`src/rtl/siocfg_pkg.sv`:
```
// Package for the Super I/O configuration unlock register file.
// Holds port and key constants, the setting-bank type and the settings decoder.
// No dependencies; used by the interfaces and the top level.
package siocfg_pkg;

    localparam int PORT_W   = 16;
    localparam int BYTE_W   = 8;
    localparam int INDEX_W  = 4;
    localparam int NUM_REGS = 15;

    // Unlock sequence ports and keys
    localparam logic [PORT_W-1:0] UNLOCK_PORT_A = 16'h02fa;
    localparam logic [PORT_W-1:0] UNLOCK_PORT_B = 16'h03fa;
    localparam logic [BYTE_W-1:0] KEY_FIRST     = 8'h55;
    localparam logic [BYTE_W-1:0] KEY_SECOND    = 8'haa;
    localparam logic [BYTE_W-1:0] KEY_THIRD     = 8'h36;
    localparam logic [BYTE_W-1:0] CHECK_SUM     = 8'hff;
    localparam logic [BYTE_W-1:0] IDLE_READ     = 8'hff;

    // Register indexes
    localparam int REG_CTRL       = 0;
    localparam int REG_COM_BASE   = 4;
    localparam int REG_LPT_BASE   = 6;
    localparam int REG_DEV_ENABLE = 12;
    localparam logic [INDEX_W-1:0] INDEX_BASE_EXIT = 4'd15;

    // Control bits
    localparam int CTRL_COM_EN_BIT = 2;
    localparam int CTRL_LPT_EN_BIT = 3;
    localparam int DEV_IDE_EN_BIT  = 7;
    localparam int DEV_FDC_EN_BIT  = 5;

    // Decoded I/O bases
    localparam logic [9:0] COM_FIRST_BASE  = 10'h3f8;
    localparam logic [9:0] COM_SECOND_BASE = 10'h2f8;
    localparam logic [9:0] LPT_BASE_378    = 10'h378;
    localparam logic [9:0] LPT_BASE_3BC    = 10'h3bc;
    localparam logic [9:0] LPT_BASE_278    = 10'h278;

    localparam logic [1:0] COM_NONE   = 2'd0;
    localparam logic [1:0] COM_FIRST  = 2'd1;
    localparam logic [1:0] COM_SECOND = 2'd2;

    localparam logic [2:0] IRQ_NONE = 3'd0;
    localparam logic [2:0] IRQ_7    = 3'd7;
    localparam logic [2:0] IRQ_5    = 3'd5;

    typedef logic [NUM_REGS-1:0][BYTE_W-1:0] setting_bank_t;

    // Entry 14 first, entry 0 last
    localparam setting_bank_t RESET_BYTES = {
        8'h00, 8'h00, 8'ha0, 8'h00, 8'h00, 8'hb0, 8'h00, 8'h00,
        8'h9e, 8'h00, 8'hfe, 8'h00, 8'h00, 8'h00, 8'h0c
    };

    typedef struct packed {
        logic [1:0] com_select;
        logic       lpt_enable;
        logic [9:0] lpt_base;
        logic [2:0] lpt_irq;
        logic       ide_enable;
        logic       fdc_enable;
    } applied_t;

    function automatic applied_t decode_settings(input setting_bank_t bank);
        applied_t   res;
        logic [9:0] serial_io_base;
        logic [9:0] parallel_io_base;
        res              = '0;
        serial_io_base   = {bank[REG_COM_BASE], 2'b00};
        parallel_io_base = {bank[REG_LPT_BASE], 2'b00};
        if (bank[REG_CTRL][CTRL_COM_EN_BIT])
        begin
            if (serial_io_base == COM_FIRST_BASE)
                res.com_select = COM_FIRST;
            else if (serial_io_base == COM_SECOND_BASE)
                res.com_select = COM_SECOND;
            else
                res.com_select = COM_NONE;
        end
        if (bank[REG_CTRL][CTRL_LPT_EN_BIT])
        begin
            res.lpt_enable = 1'b1;
            res.lpt_base   = parallel_io_base;
            if (parallel_io_base == LPT_BASE_378 || parallel_io_base == LPT_BASE_3BC)
                res.lpt_irq = IRQ_7;
            else if (parallel_io_base == LPT_BASE_278)
                res.lpt_irq = IRQ_5;
            else
                res.lpt_irq = IRQ_NONE;
        end
        res.ide_enable = bank[REG_DEV_ENABLE][DEV_IDE_EN_BIT];
        res.fdc_enable = bank[REG_DEV_ENABLE][DEV_FDC_EN_BIT];
        return res;
    endfunction

endpackage

```
`src/rtl/siocfg_req_if.sv`:
```
// Request channel: one I/O access per transfer (read or write, port, data).
// Depends on siocfg_pkg for field widths.
interface siocfg_req_if;
    logic                               valid;
    logic                               ready;
    logic                               req_type;
    logic [siocfg_pkg::PORT_W-1:0]      bus_port;
    logic [siocfg_pkg::BYTE_W-1:0]      write_data;

    modport source (output valid, req_type, bus_port, write_data, input ready);
    modport sink   (input valid, req_type, bus_port, write_data, output ready);
endinterface

```
`src/rtl/siocfg_rsp_if.sv`:
```
// Response channel: read byte, unlock status and the applied device settings.
// Depends on siocfg_pkg for field widths.
interface siocfg_rsp_if;
    logic                               valid;
    logic                               ready;
    logic [siocfg_pkg::BYTE_W-1:0]      read_data;
    logic                               config_active;
    logic [1:0]                         com_select;
    logic                               lpt_enable;
    logic [9:0]                         lpt_base;
    logic [2:0]                         lpt_irq;
    logic                               ide_enable;
    logic                               fdc_enable;

    modport source (output valid, read_data, config_active, com_select, lpt_enable,
                    lpt_base, lpt_irq, ide_enable, fdc_enable, input ready);
    modport sink   (input valid, read_data, config_active, com_select, lpt_enable,
                    lpt_base, lpt_irq, ide_enable, fdc_enable, output ready);
endinterface

```
`src/rtl/superio_config_unlock_regfile_unit.sv`:
```
// Top level of the Super I/O configuration unlock register file.
// Depends on siocfg_pkg, siocfg_req_if and siocfg_rsp_if.
//
// Each I/O access on req yields exactly one result on rsp, in order. An access
// is taken into an input register, then combinational logic updates the unlock
// sequence, index/data register file and applied settings and loads the result
// register, from which the result is shown on rsp; a busy rsp holds the access
// in the input register. One access per cycle is sustained while rsp takes
// results. A new request is taken while a finished result waits, as long as
// the input register is empty or can move on.
// The applied setting fields on rsp reflect the state after the access shown.
module superio_config_unlock_regfile_unit (
    input logic          clk,
    input logic          rst_n,
    siocfg_req_if.sink   req,
    siocfg_rsp_if.source rsp
);
    import siocfg_pkg::*;

    typedef enum logic [2:0] {
        STEP_IDLE,
        STEP_GOT_55,
        STEP_GOT_AA,
        STEP_GOT_36,
        STEP_GOT_BASE
    } step_t;

    // Input register
    logic                s1_valid_reg, s1_valid_next;
    logic                s1_req_type_reg;
    logic [PORT_W-1:0]   s1_port_reg;
    logic [BYTE_W-1:0]   s1_data_reg;

    // Result register
    logic                rsp_valid_reg, rsp_valid_next;
    logic [BYTE_W-1:0]   read_data_reg, read_data_next;

    // Block state
    step_t               step_reg, step_next;
    logic                unlocked_reg, unlocked_next;
    logic [BYTE_W-1:0]   base_reg, base_next;
    logic [INDEX_W-1:0]  index_reg, index_next;
    setting_bank_t       bytes_reg, bytes_next;
    applied_t            applied_reg, applied_next;

    logic                advance;
    logic                handled;
    logic                step_adv;
    logic [BYTE_W-1:0]   check_sum;
    logic                hit_index;
    logic                hit_data;
    step_t               step_succ;

    assign advance   = s1_valid_reg && (!rsp_valid_reg || rsp.ready);
    assign req.ready = !s1_valid_reg || advance;
    assign check_sum = base_reg + s1_data_reg;

    always_comb
    begin
        s1_valid_next = s1_valid_reg;
        if (req.valid && req.ready)
            s1_valid_next = 1'b1;
        else if (advance)
            s1_valid_next = 1'b0;

        rsp_valid_next = rsp_valid_reg;
        if (advance)
            rsp_valid_next = 1'b1;
        else if (rsp.ready)
            rsp_valid_next = 1'b0;
    end

    always_comb
    begin
        unique case (step_reg)
            STEP_IDLE:   step_succ = STEP_GOT_55;
            STEP_GOT_55: step_succ = STEP_GOT_AA;
            STEP_GOT_AA: step_succ = STEP_GOT_36;
            STEP_GOT_36: step_succ = STEP_GOT_BASE;
            default:     step_succ = STEP_IDLE;
        endcase
    end

    always_comb
    begin
        step_next      = step_reg;
        unlocked_next  = unlocked_reg;
        base_next      = base_reg;
        index_next     = index_reg;
        bytes_next     = bytes_reg;
        applied_next   = applied_reg;
        read_data_next = IDLE_READ;
        handled        = 1'b0;
        step_adv       = 1'b0;

        if (s1_req_type_reg)
        begin
            if (s1_port_reg == UNLOCK_PORT_A)
            begin
                handled = 1'b1;
                if (step_reg == STEP_IDLE && s1_data_reg == KEY_FIRST)
                    step_adv = 1'b1;
                else if (step_reg == STEP_GOT_BASE)
                    unlocked_next = (check_sum == CHECK_SUM);
            end
            else if (s1_port_reg == UNLOCK_PORT_B)
            begin
                handled = 1'b1;
                unique case (step_reg)
                    STEP_GOT_55: step_adv = (s1_data_reg == KEY_SECOND);
                    STEP_GOT_AA: step_adv = (s1_data_reg == KEY_THIRD);
                    STEP_GOT_36:
                    begin
                        base_next = s1_data_reg;
                        step_adv  = 1'b1;
                    end
                    default: step_adv = 1'b0;
                endcase
            end
        end

        // Index/data pair follows a base byte taken in this same access
        hit_index = (s1_port_reg == {6'b0, base_next, 2'b00});
        hit_data  = (s1_port_reg == {6'b0, base_next, 2'b01});

        if (!s1_req_type_reg)
        begin
            if (unlocked_reg && hit_index)
                read_data_next = {{(BYTE_W-INDEX_W){1'b0}}, index_reg};
            else if (unlocked_reg && hit_data)
                read_data_next = (index_reg == INDEX_BASE_EXIT) ? base_reg
                                                                : bytes_reg[index_reg];
        end
        else if (unlocked_next)
        begin
            if (hit_index)
            begin
                handled    = 1'b1;
                index_next = s1_data_reg[INDEX_W-1:0];
            end
            else if (hit_data)
            begin
                handled = 1'b1;
                if (index_reg == INDEX_BASE_EXIT)
                begin
                    unlocked_next = 1'b0;
                    applied_next  = decode_settings(bytes_reg);
                end
                else
                begin
                    bytes_next[index_reg] = s1_data_reg;
                end
            end
        end

        if (handled)
            step_next = step_adv ? step_succ : STEP_IDLE;
    end

    always_ff @(posedge clk or negedge rst_n)
    begin
        if (!rst_n)
        begin
            s1_valid_reg  <= 1'b0;
            rsp_valid_reg <= 1'b0;
            step_reg      <= STEP_IDLE;
            unlocked_reg  <= 1'b0;
            base_reg      <= '0;
            index_reg     <= '0;
            bytes_reg     <= RESET_BYTES;
            applied_reg   <= decode_settings(RESET_BYTES);
        end
        else
        begin
            s1_valid_reg  <= s1_valid_next;
            rsp_valid_reg <= rsp_valid_next;
            if (advance)
            begin
                step_reg     <= step_next;
                unlocked_reg <= unlocked_next;
                base_reg     <= base_next;
                index_reg    <= index_next;
                bytes_reg    <= bytes_next;
                applied_reg  <= applied_next;
            end
        end
    end

    // Payload registers
    always_ff @(posedge clk)
    begin
        if (req.valid && req.ready)
        begin
            s1_req_type_reg <= req.req_type;
            s1_port_reg     <= req.bus_port;
            s1_data_reg     <= req.write_data;
        end
        if (advance)
            read_data_reg <= read_data_next;
    end

    // State only moves with a new result, so it always matches the result shown
    assign rsp.valid         = rsp_valid_reg;
    assign rsp.read_data     = read_data_reg;
    assign rsp.config_active = unlocked_reg;
    assign rsp.com_select    = applied_reg.com_select;
    assign rsp.lpt_enable    = applied_reg.lpt_enable;
    assign rsp.lpt_base      = applied_reg.lpt_base;
    assign rsp.lpt_irq       = applied_reg.lpt_irq;
    assign rsp.ide_enable    = applied_reg.ide_enable;
    assign rsp.fdc_enable    = applied_reg.fdc_enable;

endmodule
```
`src/flat_wrapper.sv`:
```
// flat-port wrapper written by rule: the top's interface ports become plain ports
module superio_config_unlock_regfile_unit_flat import siocfg_pkg::*;
  (clk, rst_n, req_valid, req_req_type, req_bus_port, req_write_data, req_ready, rsp_valid, rsp_read_data, rsp_config_active, rsp_com_select, rsp_lpt_enable, rsp_lpt_base, rsp_lpt_irq, rsp_ide_enable, rsp_fdc_enable, rsp_ready);
  siocfg_req_if req_i ();
  siocfg_rsp_if rsp_i ();
  input logic clk;
  input logic rst_n;
  input wire logic [$bits(req_i.valid)-1:0] req_valid;
  input wire logic [$bits(req_i.req_type)-1:0] req_req_type;
  input wire logic [$bits(req_i.bus_port)-1:0] req_bus_port;
  input wire logic [$bits(req_i.write_data)-1:0] req_write_data;
  output wire logic [$bits(req_i.ready)-1:0] req_ready;
  output wire logic [$bits(rsp_i.valid)-1:0] rsp_valid;
  output wire logic [$bits(rsp_i.read_data)-1:0] rsp_read_data;
  output wire logic [$bits(rsp_i.config_active)-1:0] rsp_config_active;
  output wire logic [$bits(rsp_i.com_select)-1:0] rsp_com_select;
  output wire logic [$bits(rsp_i.lpt_enable)-1:0] rsp_lpt_enable;
  output wire logic [$bits(rsp_i.lpt_base)-1:0] rsp_lpt_base;
  output wire logic [$bits(rsp_i.lpt_irq)-1:0] rsp_lpt_irq;
  output wire logic [$bits(rsp_i.ide_enable)-1:0] rsp_ide_enable;
  output wire logic [$bits(rsp_i.fdc_enable)-1:0] rsp_fdc_enable;
  input wire logic [$bits(rsp_i.ready)-1:0] rsp_ready;
  assign req_i.valid = req_valid;
  assign req_i.req_type = req_req_type;
  assign req_i.bus_port = req_bus_port;
  assign req_i.write_data = req_write_data;
  assign req_ready = req_i.ready;
  assign rsp_valid = rsp_i.valid;
  assign rsp_read_data = rsp_i.read_data;
  assign rsp_config_active = rsp_i.config_active;
  assign rsp_com_select = rsp_i.com_select;
  assign rsp_lpt_enable = rsp_i.lpt_enable;
  assign rsp_lpt_base = rsp_i.lpt_base;
  assign rsp_lpt_irq = rsp_i.lpt_irq;
  assign rsp_ide_enable = rsp_i.ide_enable;
  assign rsp_fdc_enable = rsp_i.fdc_enable;
  assign rsp_i.ready = rsp_ready;
  superio_config_unlock_regfile_unit u_core (.clk(clk), .rst_n(rst_n), .req(req_i), .rsp(rsp_i));
endmodule
```
`config.mk`:
```
export PLATFORM = sky130hd
export DESIGN_NAME = superio_config_unlock_regfile_unit_flat
export DESIGN_NICKNAME = d
export VERILOG_FILES = /design/src/rtl/siocfg_pkg.sv /design/src/rtl/siocfg_req_if.sv /design/src/rtl/siocfg_rsp_if.sv /design/src/rtl/superio_config_unlock_regfile_unit.sv /design/src/flat_wrapper.sv
export SDC_FILE = /design/constraint.sdc
export NUM_CORES = 1
export LEC_CHECK = 0
export ABC_AREA = 1
export ABC_CLOCK_PERIOD_IN_PS = 3700
export BUFFER_PORTS_ARGS = -buffer_cell sky130_fd_sc_hd__buf_2
export CAP_MARGIN = 20
export CORE_ASPECT_RATIO = 1.1
export CORE_MARGIN = 5
export CORE_UTILIZATION = 61
export CTS_CLUSTER_SIZE = 16
export DETAILED_ROUTE_END_ITERATION = 8
export PLACE_DENSITY = 0.88
export SLEW_MARGIN = 40
export SYNTH_ARGS = -nofsm -noshare
export SYNTH_HDL_FRONTEND = slang
export SYNTH_SLANG_ARGS = --single-unit
```
`constraint.sdc`:
```
create_clock -name clk -period 3.7 [get_ports clk]
set_input_delay 0.37 -clock clk [delete_from_list [all_inputs] [get_ports clk]]
set_output_delay 0.37 -clock clk [all_outputs]
set_load 0.005 [all_outputs]
```
### Yosys cells after proc, flatten, opt, wreduce, memory -nomap -nowiden

Cells that the tools add are included.

* flip-flop bits (word level): 189
* output and inout port bits: 29
* input bits: 29

* add/sub/neg operators: 1
* magnitude comparators: 2
* multiplexer cells: 45
* eq/ne operators: 18
* bitwise gates (word level): 2
* reductions and logical operators: 18

Operators with widths (count)
* 120-bit bitwise mux: 1
* 8-bit two-way mux: 9
* 8-bit == test, second input constant: 7
* 8-bit binary-select mux with 4-bit select: 1
* 8-bit demux with 4-bit select: 1
* 16-bit by 10-bit == test with 1-bit output: 2
* 16-bit by 10-bit == test with 1-bit output, second input constant: 2
* 1-bit two-way mux: 24
* 14-bit two-way mux: 1
* 3-bit one-hot mux with 4 select lines: 1
* 6-bit AND reduction: 2
* 3-bit two-way mux: 3
* 8-bit adder: 1
* 8-bit by 6-bit == test with 1-bit output, second input constant: 1
* 8-bit by 7-bit == test with 1-bit output, second input constant: 1
* 3-bit by 2-bit == test with 1-bit output, second input constant: 2
* 1-bit logical AND: 6
* 2-bit two-way mux: 3
* 4-bit by 5-bit less-than comparator with 1-bit output, second input constant: 1
* 4-bit == test, second input constant: 1
* 4-bit by 1-bit greater-or-equal comparator with 1-bit output, second input constant: 1
* 4-bit AND reduction: 1
* 2-bit nonzero test: 2
* 3-bit by 1-bit == test with 1-bit output, second input constant: 1
* 7 further kinds: 11

### Logic depth before layout (Yosys ltp)

Gate-level depths: netlist (run 1).

* depth after elaboration: 11
* mapped depth: 18

### Worst setup path before layout (run 1)

No wires, ideal clock.

* kind: flip-flop to flip-flop
* from: register u_core.base_reg[0]
* to: register u_core.bytes_reg[0] in the netlist's numbering
* cell stages (with the launch flop): 11
* setup time: 0.121 ns
* required time: 3.579 ns
* arrival time: 2.468 ns
* slack: 1.111 ns
* path buffers: 1
* path through: dfrtp_1 -> ha_1 -> inv_1 -> fa_1 -> nor4_1 -> nand4_1 -> a21oi_4 -> nand4_4 -> buf_6 -> o21ai_1 -> nand2_1

* longest elaborated chain between the ends: 7
* elaborated cells between the ends (all ways): 14
* classes of those cells: add/sub: 1; eq/ne: 3; mux: 8; bitwise: 1; reduce/logical: 1

Ends and longest elaborated chain
* start: declaration: line superio_config_unlock_regfile_unit.sv:41 `logic [BYTE_W-1:0] base_reg, base_next;`
* start signal: assignment: line superio_config_unlock_regfile_unit.sv:181 `base_reg <= base_next;`
* 8-bit adder or 8-bit two-way mux (tied branches): line superio_config_unlock_regfile_unit.sv:56, superio_config_unlock_regfile_unit.sv:109
* 8-bit == test or 8-bit two-way mux (tied branches): line superio_config_unlock_regfile_unit.sv:104, superio_config_unlock_regfile_unit.sv:106
* 1-bit two-way mux or 8-bit two-way mux (tied branches): line superio_config_unlock_regfile_unit.sv:103, superio_config_unlock_regfile_unit.sv:98
* 1-bit two-way mux or 8-bit two-way mux (tied branches): line superio_config_unlock_regfile_unit.sv:101, superio_config_unlock_regfile_unit.sv:96
* 1-bit two-way mux or 16-bit by 10-bit == test with 1-bit output (tied branches): line superio_config_unlock_regfile_unit.sv:98, superio_config_unlock_regfile_unit.sv:123
* 1-bit two-way mux or 1-bit inverter (tied branches)
* 6-bit AND reduction (no source line) (*)
* end signal: assignment: line superio_config_unlock_regfile_unit.sv:183 `bytes_reg <= bytes_next;`
* end: declaration: line superio_config_unlock_regfile_unit.sv:43 `setting_bank_t bytes_reg, bytes_next;`

Every way passes the cells marked *; elsewhere a longest branch is shown, timed or not.
A chain may end at the register's enable or synchronous reset.

### Worst setup path after layout (run 1)

* from: register u_core.s1_port_reg[2]
* to: register u_core.read_data_reg[5] (netlist: u_core.rsp.read_data[5]), data pin

* longest elaborated chain between the ends: 8
* elaborated cells between the ends (all ways): 11
* classes of those cells: eq/ne: 4; mux: 5; reduce/logical: 2

Ends and longest elaborated chain
* start: declaration: line superio_config_unlock_regfile_unit.sv:31 `logic [PORT_W-1:0] s1_port_reg;`
* start signal: assignment: line superio_config_unlock_regfile_unit.sv:195 `s1_port_reg <= req.bus_port;`
* 16-bit by 10-bit == test with 1-bit output: line superio_config_unlock_regfile_unit.sv:106 `else if (s1_port_reg == UNLOCK_PORT_B)`
* 8-bit two-way mux: line superio_config_unlock_regfile_unit.sv:106
* 8-bit two-way mux: line superio_config_unlock_regfile_unit.sv:98 `if (s1_port_reg == UNLOCK_PORT_A)`
* 8-bit two-way mux: line superio_config_unlock_regfile_unit.sv:96 `if (s1_req_type_reg)`
* 16-bit by 10-bit == test with 1-bit output: line superio_config_unlock_regfile_unit.sv:124 `hit_data = (s1_port_reg == {6'b0, base_next, 2'b01});`
* 1-bit logical AND: line superio_config_unlock_regfile_unit.sv:130 `else if (unlocked_reg && hit_data)`
* 8-bit two-way mux: line superio_config_unlock_regfile_unit.sv:130
* 8-bit two-way mux (*): line superio_config_unlock_regfile_unit.sv:128 `if (unlocked_reg && hit_index)`
* end signal: assignment: line superio_config_unlock_regfile_unit.sv:199 `read_data_reg <= read_data_next;`
* end: declaration: line superio_config_unlock_regfile_unit.sv:36 `logic [BYTE_W-1:0] read_data_reg, read_data_next;`

Marks and branches as above.

==> results_dict.tcl, run 1 <==
set metrics [dict create \
    outcome "completed" \
    drtIter0Drc 1092 \
    largest_reg_flops 120 \
    nFillCells 1205 \
    cts.sinks 186 \
    cp.arrival_ps 3300 \
    clock_latency_ps 440 \
    yosysWarnings 0 \
    tritoncts "done" \
    core_um2 15600 \
    cp_slowest_cell "edfxtp_1" \
    grt_overflow 0 \
    fin_util_pct 67.8 \
    synth_edf_count 33 \
    post_drt_wl_per_cell_um 18.2 \
    r2r_end "u_core.rsp.read_data[5]" \
    worstHoldPathType "input pin to register" \
    cp_top_family "simple AND/OR/NAND/NOR gates" \
    synth-seq-area-share_pct 50.9 \
    max_cap_violations 0 \
    worst_clock_skew_ps 11.2 \
    crit_path_max_incr_delay_ps 420 \
    final_layout_size_suffix_gt1_share_pct 15.8 \
    ant_nets 0 \
    grt_pass1_vias 7947 \
    worstSetupPathType "register to register" \
    worstPathMaxFanout 15 \
    setup_viol 0 \
    yosysUniqueCellTypes 47 \
    port_buffers 55 \
    antenna_found_initial 0 \
    htree_levels 4 \
    post-cts-setup-buffers 0 \
    ir_worst_vdd_v 0.000369 \
    syn_to_final_growth_pct 10.5 \
    clk_pin_slew_ps 70 \
    hpwl_um 16500 \
    r2r-start "u_core.s1_port_reg[2]" \
    min_period_ps 3120 \
    hold_viol_final 0 \
    cts_buffers 17 \
    worstMarginPinSlew_ps 789 \
    grt_usage_pct 28.7 \
    start_util_pct 61.4 \
    die_w_um 129 \
    place_congestion 0.939 \
    required_ps 3880 \
    root_buffer "clkbuf_16" \
    row_count 48 \
    cpMostUsedCell "nand2_1" \
    grt_first_pass_wirelength_um 40900 \
    synth_top_flop_cell "dfrtp_1" \
    relSlewSlack_pct 47.3 \
    cp_num_buf_inv 0 \
    worstSetupEndpoint "u_core.rsp.read_data[5]" \
    die_h_um 141 \
    die_area_um2 18300 \
    synth_area_um2 9550 \
    fmax_mhz 321 \
    reg2reg_slack_ps 580 \
    io_pins 58 \
    drc 0 \
    avgSynthCellArea_um2 8.47 \
    startpoint_type "register" \
    crit_chain "nor2_1, nand2_1, nor2_4, nand3_2, nand2_1, nand2_1, nand2_1, nand2_1, nor2_1, nand2_2, nor2_8, nand2_1, nor2_1, nand2_1, nand2_1, nand2_1" \
    path_depth 16 \
    power_density_nw_per_um2 429 \
    cp-end-kind "register" \
    grt_max_degree 78 \
    dr.pass1.iters 8 \
    vias 8299 \
    clockBufferDepth 2 \
    hold_slack_ps 102 \
    timing.critical_path.from "u_core.s1_port_reg[2]" \
    fin_setup_tns_ps 0 \
    viasPerCell 6.04 \
    wirelength_um 25000 \
    diodes 0 \
    power.leakage_uw 0.00519 \
    rsz0062_at_grt "false" \
    drv_slew 0 \
    synth_seq_cells 186 \
    layout.nets 1198 \
    post-route-period-util_pct 84.3 \
    syn_inst 1128 \
    async_reset_ff_share_pct 82.3 \
    r2r_cells 16 \
]
-- final cells by class --
cell class,count,area (um2),area share (%)
tap,200,250,2.37
timing repair buffer,78,494,4.69
clock inverter,14,171,1.62
multi-input combinational,804,4070,38.6
inverter,74,278,2.63
clock buffer,18,429,4.07
sequential,186,4860,46.0
-- worst reg2reg max path, delay by kind of cell, from the launching register on --
kind | cells | cell delay [ps]
DFF | 1 | 420
and+or+nand+nor | 16 | 2430
-- report_power, final --
| group | total (uW) | internal [uW] | leakage (uW) | switching (uW) |
|---|---|---|---|---|
| Combinational | 449 | 135 | 0.00258 | 314 |
| Clock | 1870 | 1070 | 0.000295 | 803 |
| Sequential | 2210 | 2150 | 0.00231 | 59.9 |
| Total | 4530 | 3350 | 0.00519 | 1180 |
-- synthesized netlist by cell type, types with 2 or more instances --
master    number  area share [%]
a21oi_1       32             1.7
nand3b_1       2            0.16
xnor2_1        2            0.18
nor3b_1        2            0.16
a22o_1         2            0.18
nand3_1       45             2.4
ha_1           7            0.92
buf_6         13             1.5
nand4_1       17             1.1
o22ai_1        2            0.13
nand4_4        5             1.1
xor2_1         2            0.18
nand3_2        3            0.31
edfxtp_1      33              10
nor2_4        20             2.4
a22oi_1       48             3.8
inv_1         70             2.8
dfrtp_1      124              32
a211o_1        2            0.18
nor3_1        10            0.52
nand2_1      387              15
a221oi_1       2            0.18
inv_2          2           0.079
nor2_1        37             1.5
buf_1          2           0.079
buf_2          7            0.37
nand2_2        8            0.52
o21ai_1      111             5.8
buf_4          3            0.24
clkinv_1       2           0.079
clkbuf_1      40             1.6
o21ai_0       39             2.0
dfstp_2       29             8.0
nor4_1         5            0.33
-- logic make-up after synthesis --
group | after synthesis | synth area share (%)
buf+inv | 139 | 6.70
fa+ha+maj | 8 | 1.13
simple gates | 547 | 26.4
compound gates | 243 | 14.5
flops | 186 | 50.9
other cells | 1 | 0.0393
xor+xnor | 4 | 0.367
-- layer usage --
layer / part of all wire, % / track usage (%) / vias up
met2: 47 / 44.2 / 492
met4: 3.9 / 13.1 / 0
met1: 39 / 39.3 / 3879
li1: - / - / 3832
met3: 10 / 5.68 / 96
met5: 0 / 0 / -
-- how the worst min path moves through the flow --
stage,from,end,slack (ps),cells after the start
finish,req_bus_port[6],u_core.s1_port_reg[6],100,1
global route,req_bus_port[5],u_core.s1_port_reg[5],90,1
CTS,req_bus_port[0],u_core.s1_port_reg[0],90,1
detailed placement,rst_n,u_core.bytes_reg[104],450,1
global placement,rst_n,u_core.bytes_reg[96],450,1
floorplan,rst_n,u_core.base_reg[0],70,0
-- cell usage in the layout (no fill, tap or decap), types with 7 or more instances in the layout --
master / instances
buf_2: 54
edfxtp_1: 33
ha_1: 7
o21ai_1: 111
dfrtp_1: 124
nand4_1: 17
buf_4: 19
o21ai_0: 39
inv_1: 69
clkbuf_16: 17
a22oi_1: 48
a21oi_1: 32
nor2_1: 34
dfstp_2: 29
nand3_1: 45
nor3_1: 10
nor2_4: 21
nand2_2: 8
nand2_1: 387
-- through the flow --
step	area [um2]	power [uW]	std cells	worst slack (ps)
2_1_floorplan	9550	2500	1129	1110
3_3_place_gp	9940	2660	1341	683
3_5_place_dp	9940	2680	1341	667
4_1_cts	10500	4530	1374	637
5_1_grt	10500	4690	1374	271
6_report	10500	4530	1374	581
-- timing repair --
action / CTS / global route
hold endpoints to repair: 68 / 0
resized for setup: 0 / 0
hold buffers: 1 / 0
(Power assumes the default switching activity.)
==> run 2: changes to the inputs <==
--- a/config.mk
+++ b/config.mk
@@ -5,16 +5,16 @@
 export SDC_FILE = /design/constraint.sdc
 export NUM_CORES = 1
 export LEC_CHECK = 0
-export ABC_AREA = 1
-export ABC_CLOCK_PERIOD_IN_PS = 3700
+export ABC_AREA = 0
+export ABC_CLOCK_PERIOD_IN_PS = 2700
 export BUFFER_PORTS_ARGS = -buffer_cell sky130_fd_sc_hd__buf_2
 export CAP_MARGIN = 20
 export CORE_ASPECT_RATIO = 1.1
 export CORE_MARGIN = 5
-export CORE_UTILIZATION = 61
+export CORE_UTILIZATION = 55
 export CTS_CLUSTER_SIZE = 16
 export DETAILED_ROUTE_END_ITERATION = 8
-export PLACE_DENSITY = 0.88
+export PLACE_DENSITY = 0.84
 export SLEW_MARGIN = 40
 export SYNTH_ARGS = -nofsm -noshare
 export SYNTH_HDL_FRONTEND = slang
==> constraint.sdc (replaced) <==
create_clock -name clk -period 2.7 [get_ports clk]
set_input_delay 0.27 -clock clk [delete_from_list [all_inputs] [get_ports clk]]
set_output_delay 0.27 -clock clk [all_outputs]
set_load 0.005 [all_outputs]
==> results_dict.tcl, run 2 <==
set metrics [dict create \
    relSlewSlack_pct 64.2 \
    hold_viol_final 0 \
    post_drt_wl_per_cell_um 25.1 \
    synth_top_area_share_pct 35.5 \
    setup_viol 151 \
    grt_overflow 0 \
    diodes 0 \
    clockBufferDepth 2 \
    worstSetupEndpoint "u_core.bytes_reg[25]" \
    grt_usage_pct 25.9 \
    viasPerCell 6.31 \
    final_layout_size_suffix_gt1_share_pct 55.5 \
    power_uw 5670 \
    htree_levels 4 \
    syn_to_final_growth_pct 32.2 \
    grt_pass1_vias 6497 \
    drc 0 \
    required_ps 3020 \
    final_common_cell "dfrtp_1" \
    r2r_cells 12 \
    io_pins 58 \
    r2r-start "u_core.s1_port_reg[11]" \
    row_count 48 \
    cp.arrival_ps 3620 \
    power_density_nw_per_um2 490 \
    clock_latency_ps 450 \
    worstMarginPinSlew_ps 532 \
    async_reset_ff_share_pct 82.3 \
    cts_buffers 17 \
    outcome "complete, but fails checks" \
    die_area_um2 18500 \
    synth_top_area_cell "dfrtp_1" \
    layout.nets 795 \
    reg2reg_slack_ps -600 \
    grt_first_pass_wirelength_um 36300 \
    wirelength_um 24300 \
    rsz0062_at_grt "true" \
    root_buffer "clkbuf_16" \
    violations "setup timing" \
    antenna_found_initial 0 \
    largest_reg_flops 120 \
    timing.critical_path.from "u_core.s1_port_reg[11]" \
    dr.pass1.iters 6 \
    place_congestion 0.912 \
    die_w_um 130 \
    ant_nets 0 \
    grt_max_degree 54 \
    min_period_ps 3300 \
    synth_edf_count 33 \
    worst_clock_skew_ps 11.9 \
    vias 6129 \
    max_cap_violations 0 \
    cts.sinks 186 \
    r2r_end "u_core.bytes_reg[25]" \
    hpwl_um 14400 \
    synth_top_flop_cell "dfrtp_1" \
    avgSynthCellArea_um2 14.3 \
    drtIter0Drc 587 \
    die_h_um 142 \
    synth_area_leaders "dfrtp_1 35%, mux2_2 16%, edfxtp_1 11%, dfstp_2 8.7%, mux4_2 8.5%" \
    post-route-period-util_pct 122 \
    core_um2 15700 \
    syn_inst 611 \
    fin_ws_ps -596 \
    startpoint_type "register" \
    yosysMostFrequentCell "mux2_2" \
    power.leakage_uw 0.00504 \
    worstSetupPathType "register to register" \
    netlist_top_cells_count "128 x mux2_2, 124 x dfrtp_1, 35 x clkbuf_1, 33 x edfxtp_1, 33 x mux4_2" \
    final_cell_mix "123 x dfrtp_1, 114 x mux2_4, 65 x buf_4" \
    port_buffers 55 \
    synth_area_um2 8750 \
    fin_setup_tns_ps -68130 \
    start_util_pct 55.8 \
    cp-end-kind "register" \
    yosysUniqueCellTypes 60 \
    tritoncts "done" \
    synth-seq-area-share_pct 55.5 \
    clk_pin_slew_ps 70 \
    yosysWarnings 0 \
    fmax_mhz 303 \
    worstPathMaxFanout 8 \
    synth_seq_cells 186 \
    ir_worst_vdd_v 0.000466 \
    worstHoldPathType "input pin to register" \
    drv_slew 0 \
]
run 2: changes by cell type in the layout (fill, tap and decap cells not counted), moves of 25 or more:
cell     change
a21oi_1     -29
a22oi_1     -48
buf_4       +46
inv_1       -58
mux2_4     +114
mux4_2      +33
nand2_1    -368
nand3_1     -38
nor2_1      -25
o21ai_1    -108
run 2: what timing repair did:
action,in CTS,in global routing
setup buffers,12,4
hold buffers,19,0
hold endpoints to repair,48,0
cloned,1,0
endpoints found under the setup margin,151,151
resized for setup,111,52
pin swaps,14,7
run 2: cells by family after synthesis:
group	share of synthesized area (%)
fa+ha+maj	1.23
mux	27.2
compound gates	4.42
flops	55.5
xor+xnor	1.30
simple gates	7.85
other cells	0.0429
buf+inv	2.43
run 2: power by group:
group	leakage (uW)	internal, uW	switching, uW	total (uW)
Clock	0.000283	1270	1190	2460
Combinational	0.00245	114	182	296
Sequential	0.00230	2890	18.9	2910
Total	0.00504	4270	1390	5670
run 2: metal layers:
layer	routed length [um]	track usage (%)	up-vias
met5	0	0	-
met1	9440	33.4	3161
met4	973	11.8	0
li1	-	-	2565
met3	1600	5.52	84
met2	12300	42.4	319
run 2: layout make-up:
class / instances / area (um2)
Sequential cell: 186 / 4860
Fill cell: 827 / 4120
Tap cell: 200 / 250
Timing Repair Buffer: 169 / 1470
Inverter: 11 / 41.3
Multi-Input combinational cell: 373 / 4370
Clock inverter: 13 / 123
Clock buffer: 19 / 453
run 2: worst max-delay path, cell delays in order, from the launching register on:
cell	delay (ps)
edfxtp_1	400
or4b_4	580
nor4_4	330
buf_4	170
a211o_1	190
o311ai_4	150
nor4b_4	260
buf_6	180
buf_6	110
nand3_4	110
nor3_4	190
buf_12	180
mux2_4	320
run 2: per-stage QoR:
| step | std cells | util [%] | cell area (um2) | worst slack [ps] | hold slack, ps |
|---|---|---|---|---|---|
| floorplan | 612 | - | 8840 | -512 | -25.6 |
| global placement | 904 | 63.4 | 9930 | -645 | 225 |
| detailed placement | 904 | 63.4 | 9930 | -710 | 233 |
| CTS | 968 | 72.4 | 11300 | -503 | 0.0497 |
| global route | 971 | 73.7 | 11600 | -665 | 5.05 |
| finish | 971 | 73.7 | 11600 | -596 | 8.43 |
run 2: how the worst min path moves through the flow:
stage,start,to,slack (ps),cells past startpoint
6_report,req_bus_port[10],u_core.s1_port_reg[10],8,1
5_1_grt,req_write_data[0],u_core.s1_data_reg[0],5,1
4_1_cts,req_bus_port[10],u_core.s1_port_reg[10],0.05,1
3_5_place_dp,rst_n,u_core.rsp.lpt_irq[1],230,1
3_3_place_gp,rst_n,u_core.rsp.lpt_base[8],220,1
2_1_floorplan,rst_n,u_core.base_reg[0],-30,0
